<file path="src/sv/life_pkg.sv">
// ----------------------------------------------------------------------------
// life_pkg: shared types, constants and the Life rule
// Word types for the cell and result channels, CSR codes, reset values
// and the neighbor-count rule used by the stencil.
// ----------------------------------------------------------------------------
package life_pkg;

   localparam int MAX_ROW_CELLS_DEFAULT = 128;
   localparam int MAX_ROWS_DEFAULT      = 1024;

   localparam int ROW_LEN_REG_W = 8;
   localparam int ROW_CNT_REG_W = 11;
   localparam int OUT_ROW_W     = 10;
   localparam int OUT_COL_W     = 7;
   localparam int CSR_INDEX_W   = 2;
   localparam int CSR_DATA_W    = 11;
   localparam int WINDOW_COLS   = 3;
   localparam int WINDOW_W      = 9;

   // smallest padded extent: border, one interior cell, border
   localparam int MIN_PADDED_EXTENT = 3;
   // first padded row/column at which a full window is present
   localparam int FIRST_EMIT_POS    = 2;

   localparam logic [ROW_LEN_REG_W-1:0] ROW_LEN_RESET = 8'd102;
   localparam logic [ROW_CNT_REG_W-1:0] ROW_CNT_RESET = 11'd52;

   localparam logic MODE_MOORE       = 1'b0;
   localparam logic MODE_VON_NEUMANN = 1'b1;

   typedef enum logic [CSR_INDEX_W-1:0] {
      CSR_NEIGHBOUR_MODE = 2'd0,
      CSR_ROW_LENGTH     = 2'd1,
      CSR_ROW_COUNT      = 2'd2
   } csr_index_type;

   typedef struct packed {
      logic cell_alive;
      logic frame_start;
   } req_word_type;

   typedef struct packed {
      logic                 next_alive;
      logic [OUT_ROW_W-1:0] out_row;
      logic [OUT_COL_W-1:0] out_col;
      logic                 last_of_frame;
   } rsp_word_type;

   // one window column: bit 0 top row, bit 2 bottom row
   typedef logic [2:0] win_col_type;

   // line store entry: the two rows above the incoming cell
   typedef struct packed {
      logic upper;
      logic middle;
   } line_entry_type;

   // window bit = column*3 + row, column 0 oldest, row 0 top
   function automatic logic next_state(input logic [WINDOW_W-1:0] win, input logic mode);
      logic [3:0] n;
      n = 4'(win[3]) + 4'(win[5]) + 4'(win[1]) + 4'(win[7]);
      if (mode == MODE_MOORE) begin
         n = n + 4'(win[0]) + 4'(win[2]) + 4'(win[6]) + 4'(win[8]);
      end
      if (n == 4'd3) begin
         return 1'b1;
      end else if (n == 4'd2) begin
         return win[4];
      end
      return 1'b0;
   endfunction

endpackage

</file>
<file path="src/sv/life_line_store.sv">
// ----------------------------------------------------------------------------
// life_line_store: two-row line buffer
// One entry per column holding the cells of the two previous rows.
// Registered read with a bypass for a write to the same column on the
// read edge.
// ----------------------------------------------------------------------------
module life_line_store #(
   parameter int DEPTH  = 128,
   parameter int ADDR_W = 7
) (
   input  logic                     clock,
   input  logic                     rd_en,
   input  logic [ADDR_W-1:0]        rd_addr,
   input  logic                     wr_en,
   input  logic [ADDR_W-1:0]        wr_addr,
   input  life_pkg::line_entry_type wr_data,
   output life_pkg::line_entry_type rd_data
);
   import life_pkg::*;

   line_entry_type mem [DEPTH];
   line_entry_type rd_q_ff;
   line_entry_type fwd_data_ff;
   logic           fwd_hit_ff;

   always_ff @(posedge clock) begin
      if (wr_en) begin
         mem[wr_addr] <= wr_data;
      end
      if (rd_en) begin
         rd_q_ff <= mem[rd_addr];
      end
   end

   always_ff @(posedge clock) begin
      if (rd_en) begin
         fwd_hit_ff  <= wr_en && (wr_addr == rd_addr);
         fwd_data_ff <= wr_data;
      end
   end

   assign rd_data = fwd_hit_ff ? fwd_data_ff : rd_q_ff;

endmodule

</file>
<file path="src/sv/life_window_cell.sv">
// ----------------------------------------------------------------------------
// life_window_cell: one column of the 3x3 window
// Holds three vertical cells and passes them to its left neighbor on
// every shift.
// ----------------------------------------------------------------------------
module life_window_cell (
   input  logic                  clock,
   input  logic                  reset,
   input  logic                  shift_en,
   input  life_pkg::win_col_type col_in,
   output life_pkg::win_col_type col_q
);
   import life_pkg::*;

   win_col_type col_ff;
   win_col_type col_in_w;

   assign col_in_w = shift_en ? col_in : col_ff;

   always_ff @(posedge clock) begin
      if (reset) begin
         col_ff <= '0;
      end else begin
         col_ff <= col_in_w;
      end
   end

   assign col_q = col_ff;

endmodule

</file>
<file path="src/sv/life_automaton_stencil.sv">
// Path: an accepted cell word is registered in stage 1, then its result word (if any) in the output register.
// Throughput: one cell word per clock unless stage 1 holds a result word behind a full output;
//   the window shift and line-store read-modify-write overlap across words.
// Stalls: with a result waiting, words enter until one that yields a result fills stage 1.
// Reset: positions and window clear to zero, CSRs take mode 0, length 102, count 52;
//   the line store is not cleared and needs no clearing pass.
// ----------------------------------------------------------------------------
// life_automaton_stencil: streaming Life generation, 3x3 stencil
// Raster cells in, next state of each interior cell out, with its padded
// row/column and an end-of-frame flag.
// ----------------------------------------------------------------------------
module life_automaton_stencil #(
   parameter int MAX_ROW_CELLS = life_pkg::MAX_ROW_CELLS_DEFAULT,
   parameter int MAX_ROWS      = life_pkg::MAX_ROWS_DEFAULT
) (
   input  logic                               clock,
   input  logic                               reset,
   // cell word channel
   input  logic                               req_valid,
   output logic                               req_ready,
   input  life_pkg::req_word_type             req_word,
   // result word channel
   output logic                               rsp_valid,
   input  logic                               rsp_ready,
   output life_pkg::rsp_word_type             rsp_word,
   // CSR write channel
   input  logic                               csr_valid,
   output logic                               csr_ready,
   input  logic [life_pkg::CSR_INDEX_W-1:0]   csr_index,
   input  logic [life_pkg::CSR_DATA_W-1:0]    csr_data
);
   import life_pkg::*;

   localparam int COL_W = $clog2(MAX_ROW_CELLS);
   localparam int ROW_W = $clog2(MAX_ROWS);
   // compare widths: wide enough for the register and for the max extent
   localparam int LEN_W = (COL_W + 1 > ROW_LEN_REG_W) ? COL_W + 1 : ROW_LEN_REG_W;
   localparam int CNT_W = (ROW_W + 1 > ROW_CNT_REG_W) ? ROW_W + 1 : ROW_CNT_REG_W;

   // ---------------- CSRs ----------------
   logic                     mode_ff;
   logic [ROW_LEN_REG_W-1:0] row_len_ff;
   logic [ROW_CNT_REG_W-1:0] row_cnt_ff;

   assign csr_ready = 1'b1;

   always_ff @(posedge clock) begin
      if (reset) begin
         mode_ff    <= MODE_MOORE;
         row_len_ff <= ROW_LEN_RESET;
         row_cnt_ff <= ROW_CNT_RESET;
      end else if (csr_valid && csr_ready) begin
         unique case (csr_index)
            CSR_NEIGHBOUR_MODE: begin
               mode_ff <= csr_data[0];
            end
            CSR_ROW_LENGTH: begin
               row_len_ff <= csr_data[ROW_LEN_REG_W-1:0];
            end
            CSR_ROW_COUNT: begin
               row_cnt_ff <= csr_data[ROW_CNT_REG_W-1:0];
            end
            default: begin
               // unmapped index: write dropped
            end
         endcase
      end
   end

   // clamp the extents between the smallest padded extent and what the stores and counters can hold
   logic [LEN_W-1:0] len_reg;
   logic [LEN_W-1:0] len_eff;
   logic [CNT_W-1:0] cnt_reg;
   logic [CNT_W-1:0] cnt_eff;

   assign len_reg = LEN_W'(row_len_ff);
   assign cnt_reg = CNT_W'(row_cnt_ff);

   always_comb begin
      priority if (len_reg < LEN_W'(MIN_PADDED_EXTENT)) begin
         len_eff = LEN_W'(MIN_PADDED_EXTENT);
      end else if (len_reg > LEN_W'(MAX_ROW_CELLS)) begin
         len_eff = LEN_W'(MAX_ROW_CELLS);
      end else begin
         len_eff = len_reg;
      end
      priority if (cnt_reg < CNT_W'(MIN_PADDED_EXTENT)) begin
         cnt_eff = CNT_W'(MIN_PADDED_EXTENT);
      end else if (cnt_reg > CNT_W'(MAX_ROWS)) begin
         cnt_eff = CNT_W'(MAX_ROWS);
      end else begin
         cnt_eff = cnt_reg;
      end
   end

   // ---------------- handshake / stage control ----------------
   // Stage 1 holds one word while its line-store data is read; it drains
   // into the window and, if it produces a result, into the output register.
   logic s1_valid_ff;
   logic s1_emit_ff;
   logic s1_advance;
   logic req_fire;
   logic rsp_valid_ff;

   assign s1_advance = s1_valid_ff && (!s1_emit_ff || !rsp_valid_ff || rsp_ready);
   assign req_ready  = !s1_valid_ff || s1_advance;
   assign req_fire   = req_valid && req_ready;

   // ---------------- stage 0: position tracking ----------------
   logic [COL_W-1:0] col_pos_ff;
   logic [COL_W-1:0] col_pos_in;
   logic [ROW_W-1:0] row_pos_ff;
   logic [ROW_W-1:0] row_pos_in;
   logic [COL_W-1:0] c_cur;
   logic [ROW_W-1:0] r_cur;
   logic [LEN_W-1:0] c_ext;
   logic [LEN_W-1:0] c_inc;
   logic [CNT_W-1:0] r_ext;
   logic [CNT_W-1:0] r_inc;
   logic             emit_w;
   logic             last_w;
   logic [COL_W-1:0] c_m1;
   logic [ROW_W-1:0] r_m1;

   // frame_start forces this word to position (0,0)
   assign c_cur = req_word.frame_start ? '0 : col_pos_ff;
   assign r_cur = req_word.frame_start ? '0 : row_pos_ff;
   assign c_ext = LEN_W'(c_cur);
   assign r_ext = CNT_W'(r_cur);
   assign c_inc = c_ext + LEN_W'(1);
   assign r_inc = r_ext + CNT_W'(1);
   assign c_m1  = c_cur - COL_W'(1);
   assign r_m1  = r_cur - ROW_W'(1);

   // a position past a shrunk extent just wraps without a result
   assign emit_w = (r_ext >= CNT_W'(FIRST_EMIT_POS)) && (r_ext < cnt_eff) &&
                   (c_ext >= LEN_W'(FIRST_EMIT_POS)) && (c_ext < len_eff);
   assign last_w = (r_ext == cnt_eff - CNT_W'(1)) && (c_ext == len_eff - LEN_W'(1));

   always_comb begin
      if (c_inc >= len_eff) begin
         col_pos_in = '0;
         row_pos_in = (r_inc >= cnt_eff) ? '0 : ROW_W'(r_inc);
      end else begin
         col_pos_in = COL_W'(c_inc);
         row_pos_in = r_cur;
      end
   end

   always_ff @(posedge clock) begin
      if (reset) begin
         col_pos_ff <= '0;
         row_pos_ff <= '0;
      end else if (req_fire) begin
         col_pos_ff <= col_pos_in;
         row_pos_ff <= row_pos_in;
      end
   end

   // ---------------- stage 1 registers ----------------
   logic                 s1_cell_ff;
   logic [COL_W-1:0]     s1_addr_ff;
   logic [OUT_ROW_W-1:0] s1_row_ff;
   logic [OUT_COL_W-1:0] s1_col_ff;
   logic                 s1_last_ff;

   always_ff @(posedge clock) begin
      if (reset) begin
         s1_valid_ff <= 1'b0;
         s1_emit_ff  <= 1'b0;
      end else if (req_fire) begin
         s1_valid_ff <= 1'b1;
         s1_emit_ff  <= emit_w;
      end else if (s1_advance) begin
         s1_valid_ff <= 1'b0;
         s1_emit_ff  <= 1'b0;
      end
   end

   always_ff @(posedge clock) begin
      if (req_fire) begin
         s1_cell_ff <= req_word.cell_alive;
         s1_addr_ff <= c_cur;
         s1_row_ff  <= OUT_ROW_W'(r_m1);
         s1_col_ff  <= OUT_COL_W'(c_m1);
         s1_last_ff <= last_w;
      end
   end

   // ---------------- line store ----------------
   // read at accept, write back {middle -> upper, new cell -> middle}
   // when the word leaves stage 1
   line_entry_type ls_rd;
   line_entry_type ls_wr;

   assign ls_wr.upper  = ls_rd.middle;
   assign ls_wr.middle = s1_cell_ff;

   life_line_store #(
      .DEPTH  (MAX_ROW_CELLS),
      .ADDR_W (COL_W)
   ) u_line_store (
      .clock   (clock),
      .rd_en   (req_fire),
      .rd_addr (c_cur),
      .wr_en   (s1_advance),
      .wr_addr (s1_addr_ff),
      .wr_data (ls_wr),
      .rd_data (ls_rd)
   );

   // ---------------- window: chain of column cells ----------------
   // cell 2 takes the new column, each cell hands its column leftward
   win_col_type col_new;
   win_col_type win_col [WINDOW_COLS];
   win_col_type win_feed [WINDOW_COLS];
   logic [WINDOW_W-1:0] window_next;

   assign col_new = {s1_cell_ff, ls_rd.middle, ls_rd.upper};

   genvar gi;
   generate
      for (gi = 0; gi < WINDOW_COLS; gi++) begin : g_win
         if (gi == WINDOW_COLS - 1) begin : g_head
            assign win_feed[gi] = col_new;
         end else begin : g_link
            assign win_feed[gi] = win_col[gi+1];
         end
         life_window_cell u_cell (
            .clock    (clock),
            .reset    (reset),
            .shift_en (s1_advance),
            .col_in   (win_feed[gi]),
            .col_q    (win_col[gi])
         );
      end
   endgenerate

   // window as it stands after this word's shift
   assign window_next = {col_new, win_col[2], win_col[1]};

   // ---------------- output register ----------------
   rsp_word_type rsp_word_ff;
   rsp_word_type rsp_word_in;

   always_comb begin
      rsp_word_in.next_alive    = next_state(window_next, mode_ff);
      rsp_word_in.out_row       = s1_row_ff;
      rsp_word_in.out_col       = s1_col_ff;
      rsp_word_in.last_of_frame = s1_last_ff;
   end

   always_ff @(posedge clock) begin
      if (reset) begin
         rsp_valid_ff <= 1'b0;
      end else if (s1_advance && s1_emit_ff) begin
         rsp_valid_ff <= 1'b1;
      end else if (rsp_ready) begin
         rsp_valid_ff <= 1'b0;
      end
   end

   always_ff @(posedge clock) begin
      if (s1_advance && s1_emit_ff) begin
         rsp_word_ff <= rsp_word_in;
      end
   end

   assign rsp_valid = rsp_valid_ff;
   assign rsp_word  = rsp_word_ff;

   // ---------------- assertions ----------------
   // a new result only appears after a result-bearing word left stage 1
   a_rsp_source: assert property (@(posedge clock) disable iff (reset)
      $rose(rsp_valid_ff) |-> $past(s1_advance && s1_emit_ff))
      else $error("result appeared without a stage-1 word");

   // frame_start restarts at column 0, so the next word is at column 1
   a_frame_restart: assert property (@(posedge clock) disable iff (reset)
      req_fire && req_word.frame_start |=> col_pos_ff == COL_W'(1))
      else $error("frame_start did not restart the column count");

   // a stalled stage-1 word is neither lost nor replaced
   a_s1_hold: assert property (@(posedge clock) disable iff (reset)
      s1_valid_ff && !s1_advance |=> s1_valid_ff && $stable(s1_addr_ff))
      else $error("stalled stage-1 word dropped");

   // results never name a border cell
   a_interior: assert property (@(posedge clock) disable iff (reset)
      s1_valid_ff && s1_emit_ff |-> (s1_row_ff != '0) && (s1_col_ff != '0))
      else $error("result on border position");

endmodule
</file>
<file path="config.mk">
export PLATFORM = sky130hd
export DESIGN_NAME = life_automaton_stencil
export DESIGN_NICKNAME = d
export VERILOG_FILES = /design/src/sv/life_pkg.sv /design/src/sv/life_line_store.sv /design/src/sv/life_window_cell.sv /design/src/sv/life_automaton_stencil.sv
export SDC_FILE = /design/constraint.sdc
export NUM_CORES = 1
export LEC_CHECK = 0
export BUFFER_PORTS_ARGS = -buffer_cell sky130_fd_sc_hd__buf_4
export CELL_PAD_IN_SITES_DETAIL_PLACEMENT = 0
export CELL_PAD_IN_SITES_GLOBAL_PLACEMENT = 1
export CORE_UTILIZATION = 45
export CTS_CLUSTER_SIZE = 8
export DETAILED_ROUTE_END_ITERATION = 8
export PLACE_DENSITY_LB_ADDON = 0.1
export SLEW_MARGIN = 20
export SYNTH_ARGS = -nofsm -noshare
export SYNTH_HDL_FRONTEND = slang
export SYNTH_HIERARCHICAL = 1
export SYNTH_SLANG_ARGS = --single-unit
</file>
<file path="constraint.sdc">
create_clock -name clock -period 3.5 [get_ports clock]
set_input_delay 0.35 -clock clock [delete_from_list [all_inputs] [get_ports clock]]
set_output_delay 0.35 -clock clock [all_outputs]
set_load 0.01 [all_outputs]
</file>
==> results.cfg <==
[setup_path]
max_stage_delay_ns = 0.58
critPathSlowestCell = or4_1
reg2reg_depth = 11
cp_common_cell = o21ai_0
cp-start-kind = flop
critPathMaxFanout = 8
r2r_start = len_reg[2]
worstSetupPathType = reg2reg
crit_path_start = len_reg[2]
required_ns = 3.93
endpoint_kind = flop
endpoint = row_pos_ff[7]
path_cells = or4_1 -> nor2_1 -> o21ai_0 -> ha_1 -> a21oi_1 -> o21ai_0 -> a2111oi_0 -> buf_4 -> nor2_1 -> o21ai_0 -> a21oi_1
r2r_end = row_pos_ff[7]
arrival_ns = 3.62
r2r_slack_ns = 0.31

[timing]
fin_ws_ns = 0.313
maxSlewViolCount = 0
hold_ws_ns = 0.0304
rsz0062_at_grt = false
finalSetupViolations = 0
fmax_mhz = 314
hold_viol_final = 0
fin_skew_ns = 0.0338
slew_headroom_pct = 37.8
tightest_slew_ns = 0.931
timing.final.crit_share_pct = 91.1
min_period_ns = 3.19

[die]
row_count = 69
die_w_um = 193
dieHeight_um = 193
initial_core_util_pct = 46.0
dieArea_um2 = 37300
io_pins = 42
core_area_um2 = 35700

[clock_tree]
clk_pin_slew_worst_paths_ns = 0.05
h-tree-depth = 2
clockBufferDepth = 3
clkLatencyLatePin_ns = 0.58
cts_tree = built
cts_root_buffer = clkbuf_16
cts_buffers = 50
clock_sinks = 352
cts_setup_buffers = 0

[synth]
netlist_instances = 1243
synth-seq-cells = 352
synth_flop_cell = edfxtp_1
ys_warn_count = 6
synth_edf_count = 306
syn-num-nets = 1314
yosysUniqueCellTypes = 67
ys_seq_area_share_pct = 61.4
syn_avg_cell_area_um2 = 13.2
async_flop_share_pct = 0
netlist_area_um2 = 16500

[pwr]
p_comb_share_pct = 5.3
switching_share_pct = 21.7
total_power_w = 0.00960
intPower_w = 0.00752
seqPwrFrac_pct = 48.4
power_switching_w = 0.00209
power_density_nw_per_um2 = 506
power_frac_clock_pct = 46.3
p_leak_nw = 6.30
vdd_drop_max_v = 0.000377

[cells_and_area]
largest_register_ffs = 256
diodes = 0
fillers = 3045
area_growth_pct = 15.3
drive_gt1_share_pct = 17.2
fin_nets = 1395

[global_routing]
grt_first_pass_wirelength_mm = 62.4
antenna_found_initial = 0
grt_usage_pct = 22.0
grt_overflow = 0
grt_pass1_vias = 10200
grt_start_max_net_pins = 75

[drt]
drt_iter0_drc = 824
vias_per_cell = 5.77
wl_per_cell_um = 22.4
drc = 2
drtPass1Iterations = 7
ant_nets = 0
via_count = 10500
wl_mm = 40.7

[worst_hold_path]
min_path_type = in2reg

[place]
dp_hpwl_mm = 27.2
io_buffers = 40
routabilityCongestion = 0.826
dpl_worst_slack_ns = -0.0348

[run]
maxCapViolCount = 0

[status]
violations = design-rule violations
status = complete, but fails checks
metrics by stage:
stage	util (%)	std cells	setup TNS [ns]	instance area (um2)
after global placement	48.9	1729	0	17500
after global routing	53.1	1816	0	19000
final	53.1	1816	0	19000
after CTS	53.1	1816	0	19000
after detailed placement	48.9	1729	-0.0348	17500
after floorplan	-	1243	-0.250	16500
area by class of cell:
type	instances	area, um2	share of cell area (%)
clock inverter	5	90.1	0.475
multi-input combinational	792	5930	31.3
timing repair buffer	102	801	4.22
tap	461	577	3.04
sequential	352	10100	53.3
inverter	26	100	0.528
clock buffer	78	1360	7.15
layer usage:
metal	global-route usage (%)	vias to the layer above	wire [um]
met5	0	-	0
met1	33.9	5286	20100
met3	4.59	51	2630
met2	31.4	289	17300
li1	-	4852	-
met4	5.90	0	644
cells in the mapped netlist, types with 3 or more instances:
cell type	instances	area share (%)
buf_6	4	0.27
xor2_1	7	0.37
nand3_1	38	1.2
o2111ai_1	3	0.16
a22o_1	3	0.16
o22ai_1	11	0.42
a22oi_1	18	0.82
edfxtp_1	306	56
o211ai_1	5	0.23
nor4_1	12	0.46
mux2_2	11	0.75
nand2_1	77	1.8
nand2b_1	22	0.84
nor2_1	170	3.9
clkbuf_1	48	1.1
nand3b_1	3	0.14
xnor2_1	37	2.0
nor2b_1	22	0.84
a31oi_1	7	0.27
buf_4	3	0.14
o31ai_1	3	0.14
fa_1	4	0.49
o21a_1	6	0.27
o21ai_0	30	0.91
a211oi_1	7	0.32
nor3_1	33	1.0
inv_1	24	0.55
a21o_1	3	0.14
or2_2	3	0.11
buf_2	10	0.30
ha_1	47	3.6
mux4_2	56	7.7
dfxtp_1	46	5.6
and3_1	5	0.19
mux2i_1	47	2.9
or4_1	6	0.27
nand4_1	11	0.42
or3_1	6	0.23
buf_1	8	0.18
a21oi_1	48	1.5
cell families (layout without fill, tap and decap cells):
group           after synthesis  in the layout  share of synthesized area [%]
mux                         114            114                           11.3
simple gates                421            421                           12.0
flops                       352            352                           61.4
fa+ha+maj                    51             51                           4.06
other cells                   1              1                         0.0228
compound gates              161            161                           6.27
buf+inv                      99            211                           2.59
xor+xnor                     44             44                           2.34
how the worst min path moves through the flow:
stage	startpoint	endpoint	depth (start not counted)
final	csr_data[1]	len_reg[1]	3
after global placement	s1_row_ff[4]	rsp_word[12]	0
after global routing	csr_data[4]	cnt_reg[4]	3
after floorplan	s1_last_ff	rsp_word[0]	0
after CTS	csr_data[1]	len_reg[1]	3
after detailed placement	s1_col_ff[0]	rsp_word[1]	0
placed cells by master (no fill, tap or decap), types with 6 or more instances in the layout:
cell type,n
o21a_1,6
nand2b_1,22
nand3_1,38
xor2_1,7
mux2i_1,47
clkbuf_16,50
nor2b_1,21
nor4_1,11
o21ai_0,28
edfxtp_1,306
dfxtp_1,46
or3_1,6
nand4_1,11
buf_4,96
o22ai_1,11
a21oi_1,48
clkbuf_1,28
a31oi_1,7
mux4_2,56
a22oi_1,18
inv_1,21
a211oi_1,7
or4_1,6
nor3_1,33
ha_1,47
mux2_2,10
nand2_1,77
nor2_1,170
xnor2_1,37
worst max-delay path: cells and delay by family (launching register included):
kind,cells,cell delay [ns]
buf+inv,1,0.20
flops,1,0.37
simple gates,3,0.76
fa+ha+maj,1,0.28
compound gates,6,1.45
power by group through the flow:
| stage | clock network, W | logic (W) | registers (W) |
|---|---|---|---|
| final | 0.00445 | 0.000505 | 0.00465 |
| after global routing | 0.00470 | 0.000559 | 0.00465 |
| after CTS | 0.00455 | 0.000509 | 0.00465 |
| after detailed placement | 0 | 0.000503 | 0.00473 |
| after global placement | 0 | 0.000499 | 0.00473 |
| after floorplan | 0 | 0.000338 | 0.00472 |
repair_timing:
item / in CTS / in global routing
gates resized for setup: 1 / 2
setup endpoints to repair: 1 / 1
endpoints found under the hold margin: 4 / 0
hold buffers: 4 / 0
Power figures use the tool's default switching activity.
